--- src/hdl/pbrrs_pkg.sv ---
package pbrrs_pkg;

    localparam int TASK_ID_W   = 5;
    localparam int PRIORITY_W  = 6;
    localparam int OPERATION_W = 3;
    localparam int COUNT_W     = 6;

    // widest task index and level index the list store can be built for
    localparam int TASK_IDX_W  = 8;
    localparam int LEVEL_W     = 6;

    localparam logic [23:0] CLOCK_PERIOD_RST = 24'd1000000;
    localparam logic [31:0] MIN_SWITCH_RST   = 32'd10000000;

    typedef enum logic [OPERATION_W-1:0] {
        OP_ADD    = 3'd0,
        OP_REMOVE = 3'd1,
        OP_CHANGE = 3'd2,
        OP_YIELD  = 3'd3,
        OP_TICK   = 3'd4
    } t_op;

    typedef enum logic {
        REG_CLOCK_PERIOD = 1'b0,
        REG_MIN_SWITCH   = 1'b1
    } t_reg;

    typedef struct packed {
        logic [OPERATION_W-1:0] operation;
        logic [TASK_ID_W-1:0]   task_id;
        logic [PRIORITY_W-1:0]  priority_req;
    } t_in_item;

    typedef struct packed {
        logic                   running_valid;
        logic [TASK_ID_W-1:0]   running_task;
        logic                   status;
        logic [COUNT_W-1:0]     task_count;
    } t_out_item;

    // one unlink and/or one push of the same task per operation
    typedef struct packed {
        logic                  unlink;
        logic                  push;
        logic                  keep_level;
        logic [TASK_IDX_W-1:0] task_idx;
        logic [LEVEL_W-1:0]    level;
    } t_list_cmd;

    // state of the queues once the command has been applied
    typedef struct packed {
        logic                  any;
        logic [TASK_IDX_W-1:0] best_task;
    } t_list_view;

endpackage

--- src/hdl/priority_bitmap_round_robin_scheduler.sv ---
// Task scheduler with one FIFO of task ids per priority level (level 0 most
// urgent) and a ready bitmap. Each transfer on the input channel is one
// operation (add, remove, change priority, yield, tick) and produces exactly
// one result: the running task after the operation, a reject flag and the
// number of tasks held. The block takes one operation per clock cycle while
// the output is not stalled; an operation is held in the input register while
// the queue links, the ready bitmap and the lowest-level encoder are updated
// in a single pass, and its result is then captured in the output register.
// No clearing pass is needed after reset. The clock period and switch interval
// registers are written over the APB port at byte addresses 0 and 4 and should
// only be changed while the block is idle.
module priority_bitmap_round_robin_scheduler #(
    parameter int PRIORITY_LEVELS = 64,
    parameter int MAX_TASKS       = 32
) (
    input  logic                  i_clk,
    input  logic                  i_rst_n,
    input  logic                  i_in_valid,
    output logic                  o_in_stall,
    input  pbrrs_pkg::t_in_item   i_in_item,
    output logic                  o_out_valid,
    input  logic                  i_out_stall,
    output pbrrs_pkg::t_out_item  o_out_item,
    input  logic                  psel,
    input  logic                  penable,
    input  logic                  pwrite,
    input  logic [2:0]            paddr,
    input  logic [31:0]           pwdata,
    output logic [31:0]           prdata,
    output logic                  pready
);
    import pbrrs_pkg::*;

    localparam int TW = (MAX_TASKS > 1) ? $clog2(MAX_TASKS) : 1;

    logic [23:0]          r_period;
    logic [31:0]          r_min_switch;

    logic                 r_in_valid;
    t_in_item             r_in;
    logic                 r_out_valid;
    t_out_item            r_out;

    logic [MAX_TASKS-1:0] r_present;
    logic [COUNT_W-1:0]   r_count;
    logic [TW-1:0]        r_cur;
    logic                 r_cur_valid;
    logic                 r_skip;
    logic [32:0]          r_elapsed;

    logic [COUNT_W-1:0]   n_count;
    logic [TW-1:0]        n_cur;
    logic                 n_cur_valid;
    logic                 n_skip;
    logic [32:0]          n_elapsed;
    logic                 n_reject;
    logic                 set_present;
    logic                 clr_present;

    logic                 advance;
    logic [TW-1:0]        tid;
    logic                 id_ok;
    logic                 pri_ok;
    logic [32:0]          tick_sum;
    logic [TW-1:0]        best;
    t_list_cmd            cmd;
    t_list_cmd            cmd_q;
    t_list_view           view;

    assign pready = 1'b1;
    assign prdata = (t_reg'(paddr[2]) == REG_MIN_SWITCH) ? r_min_switch : {8'd0, r_period};

    always_ff @(posedge i_clk) begin
        if (!i_rst_n) begin
            r_period     <= CLOCK_PERIOD_RST;
            r_min_switch <= MIN_SWITCH_RST;
        end else if (psel && penable && pwrite && pready) begin
            case (t_reg'(paddr[2]))
                REG_CLOCK_PERIOD: r_period     <= pwdata[23:0];
                REG_MIN_SWITCH:   r_min_switch <= pwdata;
                default:          r_period     <= r_period;
            endcase
        end
    end

    assign advance     = r_in_valid && (!r_out_valid || !i_out_stall);
    assign o_in_stall  = r_in_valid && !advance;
    assign o_out_valid = r_out_valid;
    assign o_out_item  = r_out;

    assign tid      = TW'(r_in.task_id);
    assign id_ok    = {4'd0, r_in.task_id} < 9'(MAX_TASKS);
    assign pri_ok   = {1'b0, r_in.priority_req} < 7'(PRIORITY_LEVELS);
    assign tick_sum = r_elapsed + 33'(r_period);
    assign best     = TW'(view.best_task);
    assign cmd_q    = advance ? cmd : '0;

    pbrrs_lists #(
        .PRIORITY_LEVELS (PRIORITY_LEVELS),
        .MAX_TASKS       (MAX_TASKS)
    ) u_lists (
        .i_clk   (i_clk),
        .i_rst_n (i_rst_n),
        .i_cmd   (cmd_q),
        .o_view  (view)
    );

    always_comb begin
        n_reject    = 1'b0;
        n_count     = r_count;
        n_cur       = r_cur;
        n_cur_valid = r_cur_valid;
        n_skip      = r_skip;
        n_elapsed   = r_elapsed;
        set_present = 1'b0;
        clr_present = 1'b0;
        cmd         = '0;
        case (r_in.operation)
            OP_ADD: begin
                if (!id_ok || !pri_ok || r_present[tid]) begin
                    n_reject = 1'b1;
                end else begin
                    cmd.push     = 1'b1;
                    cmd.task_idx = TASK_IDX_W'(tid);
                    cmd.level    = r_in.priority_req;
                    set_present  = 1'b1;
                    n_count      = r_count + 1'b1;
                    if (!r_cur_valid) begin
                        n_cur       = tid;
                        n_cur_valid = 1'b1;
                    end
                end
            end
            OP_REMOVE: begin
                if (!id_ok || !r_present[tid]) begin
                    n_reject = 1'b1;
                end else begin
                    cmd.unlink   = 1'b1;
                    cmd.task_idx = TASK_IDX_W'(tid);
                    clr_present  = 1'b1;
                    n_count      = r_count - 1'b1;
                    if (r_cur_valid && (r_cur == tid)) begin
                        if (n_count == '0) begin
                            n_cur_valid = 1'b0;
                            n_cur       = '0;
                        end else begin
                            n_cur  = best;
                            n_skip = 1'b1;
                        end
                    end
                end
            end
            OP_CHANGE: begin
                if (!id_ok || !pri_ok || !r_present[tid]) begin
                    n_reject = 1'b1;
                end else begin
                    cmd.unlink   = 1'b1;
                    cmd.push     = 1'b1;
                    cmd.task_idx = TASK_IDX_W'(tid);
                    cmd.level    = r_in.priority_req;
                end
            end
            OP_YIELD: begin
                if ((r_count != '0) && r_cur_valid) begin
                    cmd.unlink     = 1'b1;
                    cmd.push       = 1'b1;
                    cmd.keep_level = 1'b1;
                    cmd.task_idx   = TASK_IDX_W'(r_cur);
                    if (best != r_cur) begin
                        n_cur  = best;
                        n_skip = 1'b1;
                    end
                end
            end
            OP_TICK: begin
                if ((r_count != '0) && r_cur_valid) begin
                    n_elapsed = tick_sum;
                    if (tick_sum >= {1'b0, r_min_switch}) begin
                        n_elapsed = '0;
                        if (!r_skip) begin
                            cmd.unlink     = 1'b1;
                            cmd.push       = 1'b1;
                            cmd.keep_level = 1'b1;
                            cmd.task_idx   = TASK_IDX_W'(r_cur);
                            n_cur          = best;
                        end else begin
                            n_skip = 1'b0;
                        end
                    end
                end
            end
            default: begin
                n_reject = 1'b1;
            end
        endcase
    end

    always_ff @(posedge i_clk) begin
        if (!i_rst_n) begin
            r_in_valid  <= 1'b0;
            r_out_valid <= 1'b0;
            r_present   <= '0;
            r_count     <= '0;
            r_cur       <= '0;
            r_cur_valid <= 1'b0;
            r_skip      <= 1'b0;
            r_elapsed   <= '0;
        end else begin
            if (i_in_valid && !o_in_stall) begin
                r_in_valid <= 1'b1;
            end else if (advance) begin
                r_in_valid <= 1'b0;
            end
            if (advance) begin
                r_out_valid <= 1'b1;
                r_count     <= n_count;
                r_cur       <= n_cur;
                r_cur_valid <= n_cur_valid;
                r_skip      <= n_skip;
                r_elapsed   <= n_elapsed;
                if (set_present) begin
                    r_present[tid] <= 1'b1;
                end
                if (clr_present) begin
                    r_present[tid] <= 1'b0;
                end
            end else if (!i_out_stall) begin
                r_out_valid <= 1'b0;
            end
        end
    end

    always_ff @(posedge i_clk) begin
        if (i_in_valid && !o_in_stall) begin
            r_in <= i_in_item;
        end
        if (advance) begin
            r_out.running_valid <= n_cur_valid;
            r_out.running_task  <= n_cur_valid ? TASK_ID_W'(n_cur) : '0;
            r_out.status        <= n_reject;
            r_out.task_count    <= n_count;
        end
    end

`ifndef SYNTHESIS
    a_running_iff_tasks: assert property (@(posedge i_clk) disable iff (!i_rst_n)
        r_out_valid |-> (r_out.running_valid == (r_out.task_count != '0)))
        else $error("running flag disagrees with task count");

    a_current_present: assert property (@(posedge i_clk) disable iff (!i_rst_n)
        r_cur_valid |-> r_present[r_cur])
        else $error("running task is not held");

    a_reject_keeps_count: assert property (@(posedge i_clk) disable iff (!i_rst_n)
        (advance && n_reject) |=> (r_count == $past(r_count)))
        else $error("rejected operation changed the task count");
`endif

endmodule

--- src/hdl/pbrrs_lists.sv ---
module pbrrs_lists #(
    parameter int PRIORITY_LEVELS = 64,
    parameter int MAX_TASKS       = 32
) (
    input  logic                   i_clk,
    input  logic                   i_rst_n,
    input  pbrrs_pkg::t_list_cmd   i_cmd,
    output pbrrs_pkg::t_list_view  o_view
);
    import pbrrs_pkg::*;

    localparam int TW = (MAX_TASKS > 1) ? $clog2(MAX_TASKS) : 1;
    localparam int LW = $clog2(PRIORITY_LEVELS);

    // head and tail of each queue are flagged per task; a level's head or
    // tail is found by matching the flag against the task's level
    logic [TW-1:0] r_next [MAX_TASKS];
    logic [TW-1:0] r_prev [MAX_TASKS];
    logic [LW-1:0] r_level [MAX_TASKS];
    logic [MAX_TASKS-1:0] r_first;
    logic [MAX_TASKS-1:0] r_last;
    logic [PRIORITY_LEVELS-1:0] r_ready;

    logic [TW-1:0] u;
    logic [LW-1:0] lu;
    logic [LW-1:0] lp;
    logic [TW-1:0] nx;
    logic [TW-1:0] pv;
    logic          is_head;
    logic          is_tail;
    logic          both;
    logic          busy;
    logic [TW-1:0] tail_lp;
    logic [TW-1:0] tail_mid;
    logic [TW-1:0] head_best;
    logic [PRIORITY_LEVELS-1:0] ready_mid;
    logic [PRIORITY_LEVELS-1:0] n_ready;
    logic [MAX_TASKS-1:0] n_first;
    logic [MAX_TASKS-1:0] n_last;
    logic [LW-1:0] best_lv;
    logic [TW-1:0] best_head;

    always_comb begin
        u        = TW'(i_cmd.task_idx);
        lu       = r_level[u];
        lp       = i_cmd.keep_level ? lu : LW'(i_cmd.level);
        nx       = r_next[u];
        pv       = r_prev[u];
        is_head  = r_first[u];
        is_tail  = r_last[u];
        both     = is_head && is_tail;

        ready_mid = r_ready;
        if (i_cmd.unlink && both) begin
            ready_mid[lu] = 1'b0;
        end
        busy = ready_mid[lp];

        n_ready = ready_mid;
        if (i_cmd.push) begin
            n_ready[lp] = 1'b1;
        end

        best_lv = '0;
        for (int i = PRIORITY_LEVELS - 1; i >= 0; i--) begin
            if (n_ready[i]) begin
                best_lv = LW'(i);
            end
        end

        tail_lp   = '0;
        head_best = '0;
        for (int t = 0; t < MAX_TASKS; t++) begin
            if (r_last[t] && (r_level[t] == lp)) begin
                tail_lp = TW'(t);
            end
            if (r_first[t] && (r_level[t] == best_lv)) begin
                head_best = TW'(t);
            end
        end

        // tail of the target level as left by the unlink
        if (i_cmd.unlink && !both && is_tail && (lp == lu)) begin
            tail_mid = pv;
        end else begin
            tail_mid = tail_lp;
        end

        n_first = r_first;
        n_last  = r_last;
        if (i_cmd.unlink) begin
            n_first[u] = 1'b0;
            n_last[u]  = 1'b0;
            if (!both && is_head) begin
                n_first[nx] = 1'b1;
            end
            if (!both && is_tail) begin
                n_last[pv] = 1'b1;
            end
        end
        if (i_cmd.push) begin
            if (!busy) begin
                n_first[u] = 1'b1;
            end else begin
                n_last[tail_mid] = 1'b0;
            end
            n_last[u] = 1'b1;
        end

        if (i_cmd.push && !busy && (lp == best_lv)) begin
            best_head = u;
        end else if (i_cmd.unlink && !both && is_head && (lu == best_lv)) begin
            best_head = nx;
        end else begin
            best_head = head_best;
        end

        o_view.any       = |n_ready;
        o_view.best_task = TASK_IDX_W'(best_head);
    end

    always_ff @(posedge i_clk) begin
        if (!i_rst_n) begin
            r_ready <= '0;
            r_first <= '0;
            r_last  <= '0;
        end else begin
            r_ready <= n_ready;
            r_first <= n_first;
            r_last  <= n_last;
        end
    end

    // the link past a queue's tail and the one before its head are never
    // read, so an unlink only rewires around a task in the middle
    always_ff @(posedge i_clk) begin
        if (i_cmd.unlink && !is_head && !is_tail) begin
            r_next[pv] <= nx;
            r_prev[nx] <= pv;
        end
        if (i_cmd.push) begin
            if (busy) begin
                r_next[tail_mid] <= u;
                r_prev[u]        <= tail_mid;
            end
            if (!i_cmd.keep_level) begin
                r_level[u] <= lp;
            end
        end
    end

endmodule
--- config.mk ---
export PLATFORM = sky130hd
export DESIGN_NAME = priority_bitmap_round_robin_scheduler
export DESIGN_NICKNAME = d
export VERILOG_FILES = /design/src/hdl/pbrrs_pkg.sv /design/src/hdl/priority_bitmap_round_robin_scheduler.sv /design/src/hdl/pbrrs_lists.sv
export SDC_FILE = /design/constraint.sdc
export NUM_CORES = 2
export LEC_CHECK = 0
export BUFFER_PORTS_ARGS = -buffer_cell sky130_fd_sc_hd__buf_4
export CELL_PAD_IN_SITES_DETAIL_PLACEMENT = 1
export CELL_PAD_IN_SITES_GLOBAL_PLACEMENT = 1
export CORE_MARGIN = 4
export CORE_UTILIZATION = 35
export DETAILED_ROUTE_END_ITERATION = 12
export GPL_TIMING_DRIVEN = 0
export PLACE_DENSITY_LB_ADDON = 0.1
export SYNTH_ARGS = -nofsm -noshare
export SYNTH_HDL_FRONTEND = slang
export SYNTH_SLANG_ARGS = --single-unit
export TNS_END_PERCENT = 50
--- constraint.sdc ---
create_clock -name i_clk -period 26.5 [get_ports i_clk]
set_input_delay 3.975 -clock i_clk [delete_from_list [all_inputs] [get_ports i_clk]]
set_output_delay 3.975 -clock i_clk [all_outputs]
set_load 0.01 [all_outputs]
# Word-level counts from Yosys, hierarchy flattened
# Memory sizes are Yosys's and may differ from the RTL's.
# Index checks and enable logic that the tools add are counted.
# op_classes
n_eq_ne	79
n_lt_le_gt_ge	15
n_mux	227
reduce_logical	109
add_sub_neg	3
bitwise	16
# ops
operator	count
$mux W32	14
$mux W6	67
$eq A6 B6 Y1	65
$mux W5	46
$or A32 B32 Y32	5
$and A32 B32 Y32	4
$mux W64	2
$not A32 Y32	3
$logic_and A1 B1 Y1	89
$mux W11	6
$and A64 B64 Y64	1
$mux W4	16
$not A64 Y64	1
$or A64 B64 Y64	1
$mux W1	40
$pmux W8 S5	1
$add A33 B24 Y33	1
$ge A33 B32 Y1	1
$mux W33	1
$lt A5 B6 Y1 const B	5
$demux W1 S5	5
$ge A5 B1 Y1 const B	5
$mux W3	8
$pmux W6 S2	2
other kinds (32)	60
# word_totals
out_inout_bits	48
memories	3
ram_bits	512
in_bits	56
reg_bits	291
elab_cells	472
# memory_table
name	words	width	read_ports	rd_clocked_by_memory_dff	wr	line	rtl
u_lists.r_level	32	6	32	0	1	pbrrs_lists.sv:19	logic [LW-1:0] r_level [MAX_TASKS];
u_lists.r_next	32	5	1	0	2	pbrrs_lists.sv:17	logic [TW-1:0] r_next [MAX_TASKS];
u_lists.r_prev	32	5	1	0	2	pbrrs_lists.sv:18	logic [TW-1:0] r_prev [MAX_TASKS];

# Depth between registers and ports, before layout
# An unclocked memory read counts as a cell.
# depth
ltp_word	119
mapped_depth	70
ltp_nobuf	59

# Modules after synthesis
# A second synthesis with hierarchy kept.
# hier_totals
cells_unflattened	4765
hier_area_um2	49402.4
# modules_own_cells
module	n_inst	cells_each	area_per_inst_um2	seq_area_each_um2
pbrrs_lists	1	3546	39451.6	17937.2
priority_bitmap_round_robin_scheduler	1	1219	9950.8	3533.4

# Least setup slack after synthesis
# No wires, ideal clock.
# synth_path
path_kind	reg2reg
from	register r_period[1]
to	memory u_lists.r_next[2][0] in the netlist's numbering (enable)
path_slack_ns	13.832
n_path_buf	9
arrival_time_ns	12.319
path_stages_with_launch	65
setup_time_ns	0.349
required_time_ns	26.151
synth_period_minus_slack_ns	12.668
cell_sequence	dfxtp_1 > ha_1 > a21o_1 > a21oi_1 > o21bai_1 > a21oi_1 > o21bai_1 > a21oi_1 > o21ai_0 > a21oi_1 > o21bai_1 > a21oi_1 > o21bai_1 > a21oi_1 > o21bai_1 > a21oi_1 > o21bai_1 > a21oi_1 > [... 29 more ...] > buf_2 > buf_1 > buf_1 > xnor2_1 > o21ai_0 > a2111o_1 > nand2_1 > o211a_1 > o211a_1 > o211ai_1 > a31oi_1 > o211ai_1 > and4b_1 > a21oi_1 > clkbuf_1 > clkbuf_1 > nor3b_1 > o21bai_1
# synth_rtl
item	line	rtl
start: declaration	priority_bitmap_round_robin_scheduler.sv:36	logic [23:0] r_period;
start signal: assignment	priority_bitmap_round_robin_scheduler.sv:79	REG_CLOCK_PERIOD: r_period <= pwdata[23:0];
start signal: assignment	priority_bitmap_round_robin_scheduler.sv:81	default: r_period <= r_period;
end: declaration	pbrrs_lists.sv:17	

# Worst setup path after layout
# layout_path
from	register r_elapsed[1]
to	register r_cur[1]
# layout_via
elab_chain_len	119
word_cells_on_any_way	213
classes_between	add/sub: 1; order compare: 5; eq/ne: 34; mux: 126; bitwise: 3; reduce/logical: 42; memory: 2
# layout_lines
item	line	rtl
start: declaration	priority_bitmap_round_robin_scheduler.sv:49	logic [32:0] r_elapsed;
start signal: assignment	priority_bitmap_round_robin_scheduler.sv:220	r_elapsed <= n_elapsed;
$add A33 B24 Y33 (*)	priority_bitmap_round_robin_scheduler.sv:94	assign tick_sum = r_elapsed + 33'(r_period);
$ge A33 B32 Y1 (*)	priority_bitmap_round_robin_scheduler.sv:178	if (tick_sum >= {1'b0, r_min_switch}) begin
$mux W11	priority_bitmap_round_robin_scheduler.sv:178	
$mux W11	priority_bitmap_round_robin_scheduler.sv:176	if ((r_count != '0) && r_cur_valid) begin
$pmux W8 S5	priority_bitmap_round_robin_scheduler.sv:118	case (r_in.operation)
$mux W17	priority_bitmap_round_robin_scheduler.sv:96	assign cmd_q = advance ? cmd : '0;
$mem_v2 Z32 W6	--	
$lt A6 B7 Y1 (implied by the code) or $ge A6 B1 Y1 (tied branches)	pbrrs_lists.sv:55	ready_mid[lu] = 1'b0;
[... 81 more ...]	--	
$mux W4 (8 in a row)	pbrrs_lists.sv:77	if (r_first[t] && (r_level[t] == best_lv)) begin
$mux W5 (16 in a row)	pbrrs_lists.sv:77	
$mux W5	pbrrs_lists.sv:112	end else if (i_cmd.unlink && !both && is_head && (lu == best_lv)) begin
$mux W5	pbrrs_lists.sv:110	if (i_cmd.push && !busy && (lp == best_lv)) begin
$ne A5 B5 Y1	priority_bitmap_round_robin_scheduler.sv:169	if (best != r_cur) begin
$mux W5	priority_bitmap_round_robin_scheduler.sv:169	
$mux W5	priority_bitmap_round_robin_scheduler.sv:164	if ((r_count != '0) && r_cur_valid) begin
$pmux W5 S4 (*)	priority_bitmap_round_robin_scheduler.sv:118	
end signal: assignment	priority_bitmap_round_robin_scheduler.sv:217	r_cur <= n_cur;
end: declaration	priority_bitmap_round_robin_scheduler.sv:46	logic [TW-1:0] r_cur;
# Every way passes the cells marked *; elsewhere a longest branch is shown, timed or not. The select of a mux whose other input is x is not followed.
# A chain may end at the register's enable or synchronous reset.

==> results.txt <==
Clock Latency Late Sink -> 780 ps
Core Region -> 141900 µm²
IO Pins -> 104
Minimum clock period -> 20980 ps
Die height -> 386.5 µm
Max-cap violations -> 11
Simple-gate portion of the synthesized area -> 16.70%
Initial Util -> 35.33%
Slew Limit Fails -> 70
Synthesized Nets -> 5594
Initial DRC Count -> 6789
Most frequent CP cell -> a21oi_1
Mapped Cells -> 5477
Post-CTS Setup Inserts -> 0
Tightest Hold Check Type -> flip-flop to flip-flop
CP Capture Type -> flip-flop
Worst EP arrival -> 21600 ps
Total Wirelength -> 301900 µm
Largest family of logic cells by synthesized area -> compound AO/OA/AOI/OAI gates
Synth area leader -> edfxtp_1
Cts repair resizes -> 0
Die X-Extent -> 386.5 µm
Synth top area share -> 32.28%
First-pass GRT wire length -> 410900 µm
TritonRoute pass-1 iters -> 9
Portion of netlist area occupied by mux cells -> 7.074%
Post-synthesis register bit count -> 803
Port bufs -> 99
Sequential element share of the synthesized area -> 42.82%
GR Util met3 -> 9.255%
Failing checks -> capacitance limit, slew limit
Fin Setup TNS -> 0 ps
Tot GR Track Use -> 38.68%
Setup Skew -> 62.08 ps
Vias in the first global route -> 49820
TritonCTS clock tree -> done
Root Buffer -> clkbuf_16
Setup Viol. Count Final -> 0
Top FF cell, synth -> edfxtp_1
Worst-path clk slew -> 60 ps
Synth Cell Area -> 50140 µm²
Grt total ovfl -> 0
Post-Synth XOR/XNOR Area -> 5.183%
Largest delay share family, worst path -> compound AO/OA/AOI/OAI gates
Compound-Gate Fraction of Synth Area -> 22.35%
Hold EP -> r_min_switch[26]
Post-synth EDFFs -> 539
Synthesis-to-layout area growth -> 13.57%
Clock buffer depth -> 3
Worst reg2reg endpoint -> r_cur[1]
Number of remaining DRC errors -> 0
P_leak -> 19.71 nW
Post-synthesis adder-cell area fraction -> 1.537%
Die ar. -> 149400 µm²
Routed WL per cell -> 39.30 µm
Post-detail-place hpwl -> 226100 µm
Top post-synthesis cells by area -> edfxtp_1, dfxtp_1, mux2i_1
Crit-path slowest cell -> o21ai_1
Finished Cell Area -> 56950 µm²
Max frequency -> 47.67 MHz
Tcrit/Tclk final -> 79.16%
Synth warn -> 0
Post-CTS Hold Buffers -> 0
Ys async rst share -> 0%
Row count -> 138
Slowest stage delay, CP -> 1050 ps
Status -> complete, but fails checks
Final hold violations -> 0
Maximum VDD drop -> 0.05233 mV
Worst Hold Path Cells -> 2
Area after DPL -> 53600 µm²
Via count -> 51370
GR peak layer -> met2
RePlAce Congestion -> 1.025
Nets -> 5815
CTS Buf Count -> 97
Crit path required time -> 27120 ps
Vias/cell -> 6.687
CTS Sinks -> 803
FF-to-FF Start -> r_elapsed[1]
Antenna-violating nets left -> 0
R2R Setup Slk -> 5520 ps
H-tree levels -> 3
Largest net degree at the start of global routing -> 42
Worst-Margin Slew -> 1586 ps
Pwr Density -> 52.14 nW/µm²
Synth unique cells -> 117
Met1 global-route usage -> 49.10%
Met2 Use GR -> 59.48%
Antenna violations before repair -> 30
Type of origin of the critical path -> flip-flop
Crit Path Class -> flip-flop to flip-flop
Critical path buffer and inverter count -> 6
Share of layout cells above drive strength 1 -> 9.030%
Relative slew slack -> -6.698%
Mean Syn Cell Area -> 9.155 µm²
RSZ-0062 raised after global routing -> false
Path depth of the worst reg2reg path -> 62
Worst hold start -> r_min_switch[26]
Worst-path fanout max -> 10
-- cells in the mapped netlist, drive strengths merged (46+ instances only) --
library cell and n:
nand2 622, edfxtp 539, nor2 480, a21oi 416, o21ai 365, clkbuf 297, mux2i 282, dfxtp 264
xnor2 249, nand3 156, buf 131, nor3 126, inv 109, nand4 87, a211oi 77, o211ai 74
o31ai 64, ha 60, a221oi 59, and2 55, mux2 52, xor2 46
-- worst min-delay path: cells and delay by family, from the launching register on --
family	cells	cell delay, ps
AO/OA/AOI/OAI	1	50
flip-flops	1	310
AND/OR/NAND/NOR	1	50
-- worst max path at each step --
stage | cells past startpoint | end | slack [ps] | start
final | 62 | r_cur[1] | 5520 | r_elapsed[1]
after global routing | 62 | r_cur[1] | 4990 | r_elapsed[1]
after CTS | 62 | o_out_item[9] | 5830 | r_elapsed[1]
after detailed placement | 62 | o_out_item[9] | 6010 | r_elapsed[1]
after global placement | 60 | o_out_item[9] | 4780 | r_elapsed[1]
after floorplan | 64 | u_lists.r_next[2][0] | 13830 | r_period[1]
-- flip-flops by register name, indices dropped and copies added (netlist names), 33 cells and up --
| signal | flops |
|---|---|
| u_lists.r_ready | 64 |
| u_lists.r_level | 192 |
| u_lists.r_prev | 160 |
| u_lists.r_next | 160 |
| r_elapsed | 33 |
-- power breakdown --
part           total [W]  internal, W  switching [W]
logic           0.000217    0.0000548       0.000162
clock network    0.00141     0.000791       0.000623
registers        0.00134      0.00133     0.00000476
total            0.00297      0.00218       0.000790
-- layout by cell type, fill, tap and decap left out, types with 108 or more instances in the layout --
cell and n:
nand2_1 618, edfxtp_1 539, nor2_1 473, a21oi_1 411, o21ai_0 350, clkbuf_1 310, mux2i_1 282, dfxtp_1 264
xnor2_1 248, nand3_1 154, nor3_1 121, buf_4 113, inv_1 108
-- cell type report --
class | instances | area (µm²)
tap | 1890 | 2365
clock inverter | 59 | 671.9
sequential | 803 | 21470
inverter | 115 | 431.7
clock buffer | 123 | 2605
timing repair buffer | 122 | 1045
fill | 16320 | 84980
antenna | 11 | 27.53
buffer | 428 | 1757
multi-input combinational | 4131 | 26580
-- routing by layer --
metal	vias up	share of wire, %
li1	21060	-
met1	25900	39
met2	3380	44
met3	1013	10
met4	18	7.5
met5	-	0.040
-- cell families after synthesis --
| logic type | count (synthesis) |
|---|---|
| other cells | 1 |
| mux | 340 |
| flops | 803 |
| buf+inv | 543 |
| fa+ha+maj | 61 |
| xor+xnor | 295 |
| simple gates | 1792 |
| compound gates | 1642 |
-- stage by stage --
stage | instances | total power, W | util, % | setup slack (ps) | hold slack, ps
floorplan | 5477 | 0.001470 | - | 13830 | 435.6
global placement | 7466 | 0.001571 | 37.52 | 4777 | 441.2
detailed placement | 7487 | 0.001574 | 37.76 | 6010 | 448.7
CTS | 7669 | 0.002968 | 40.07 | 5831 | 457.3
global route | 7671 | 0.003036 | 40.11 | 4990 | 478.4
finish | 7682 | 0.002970 | 40.13 | 5522 | 455.7
Note: power is estimated with default switching activity, not from simulation.
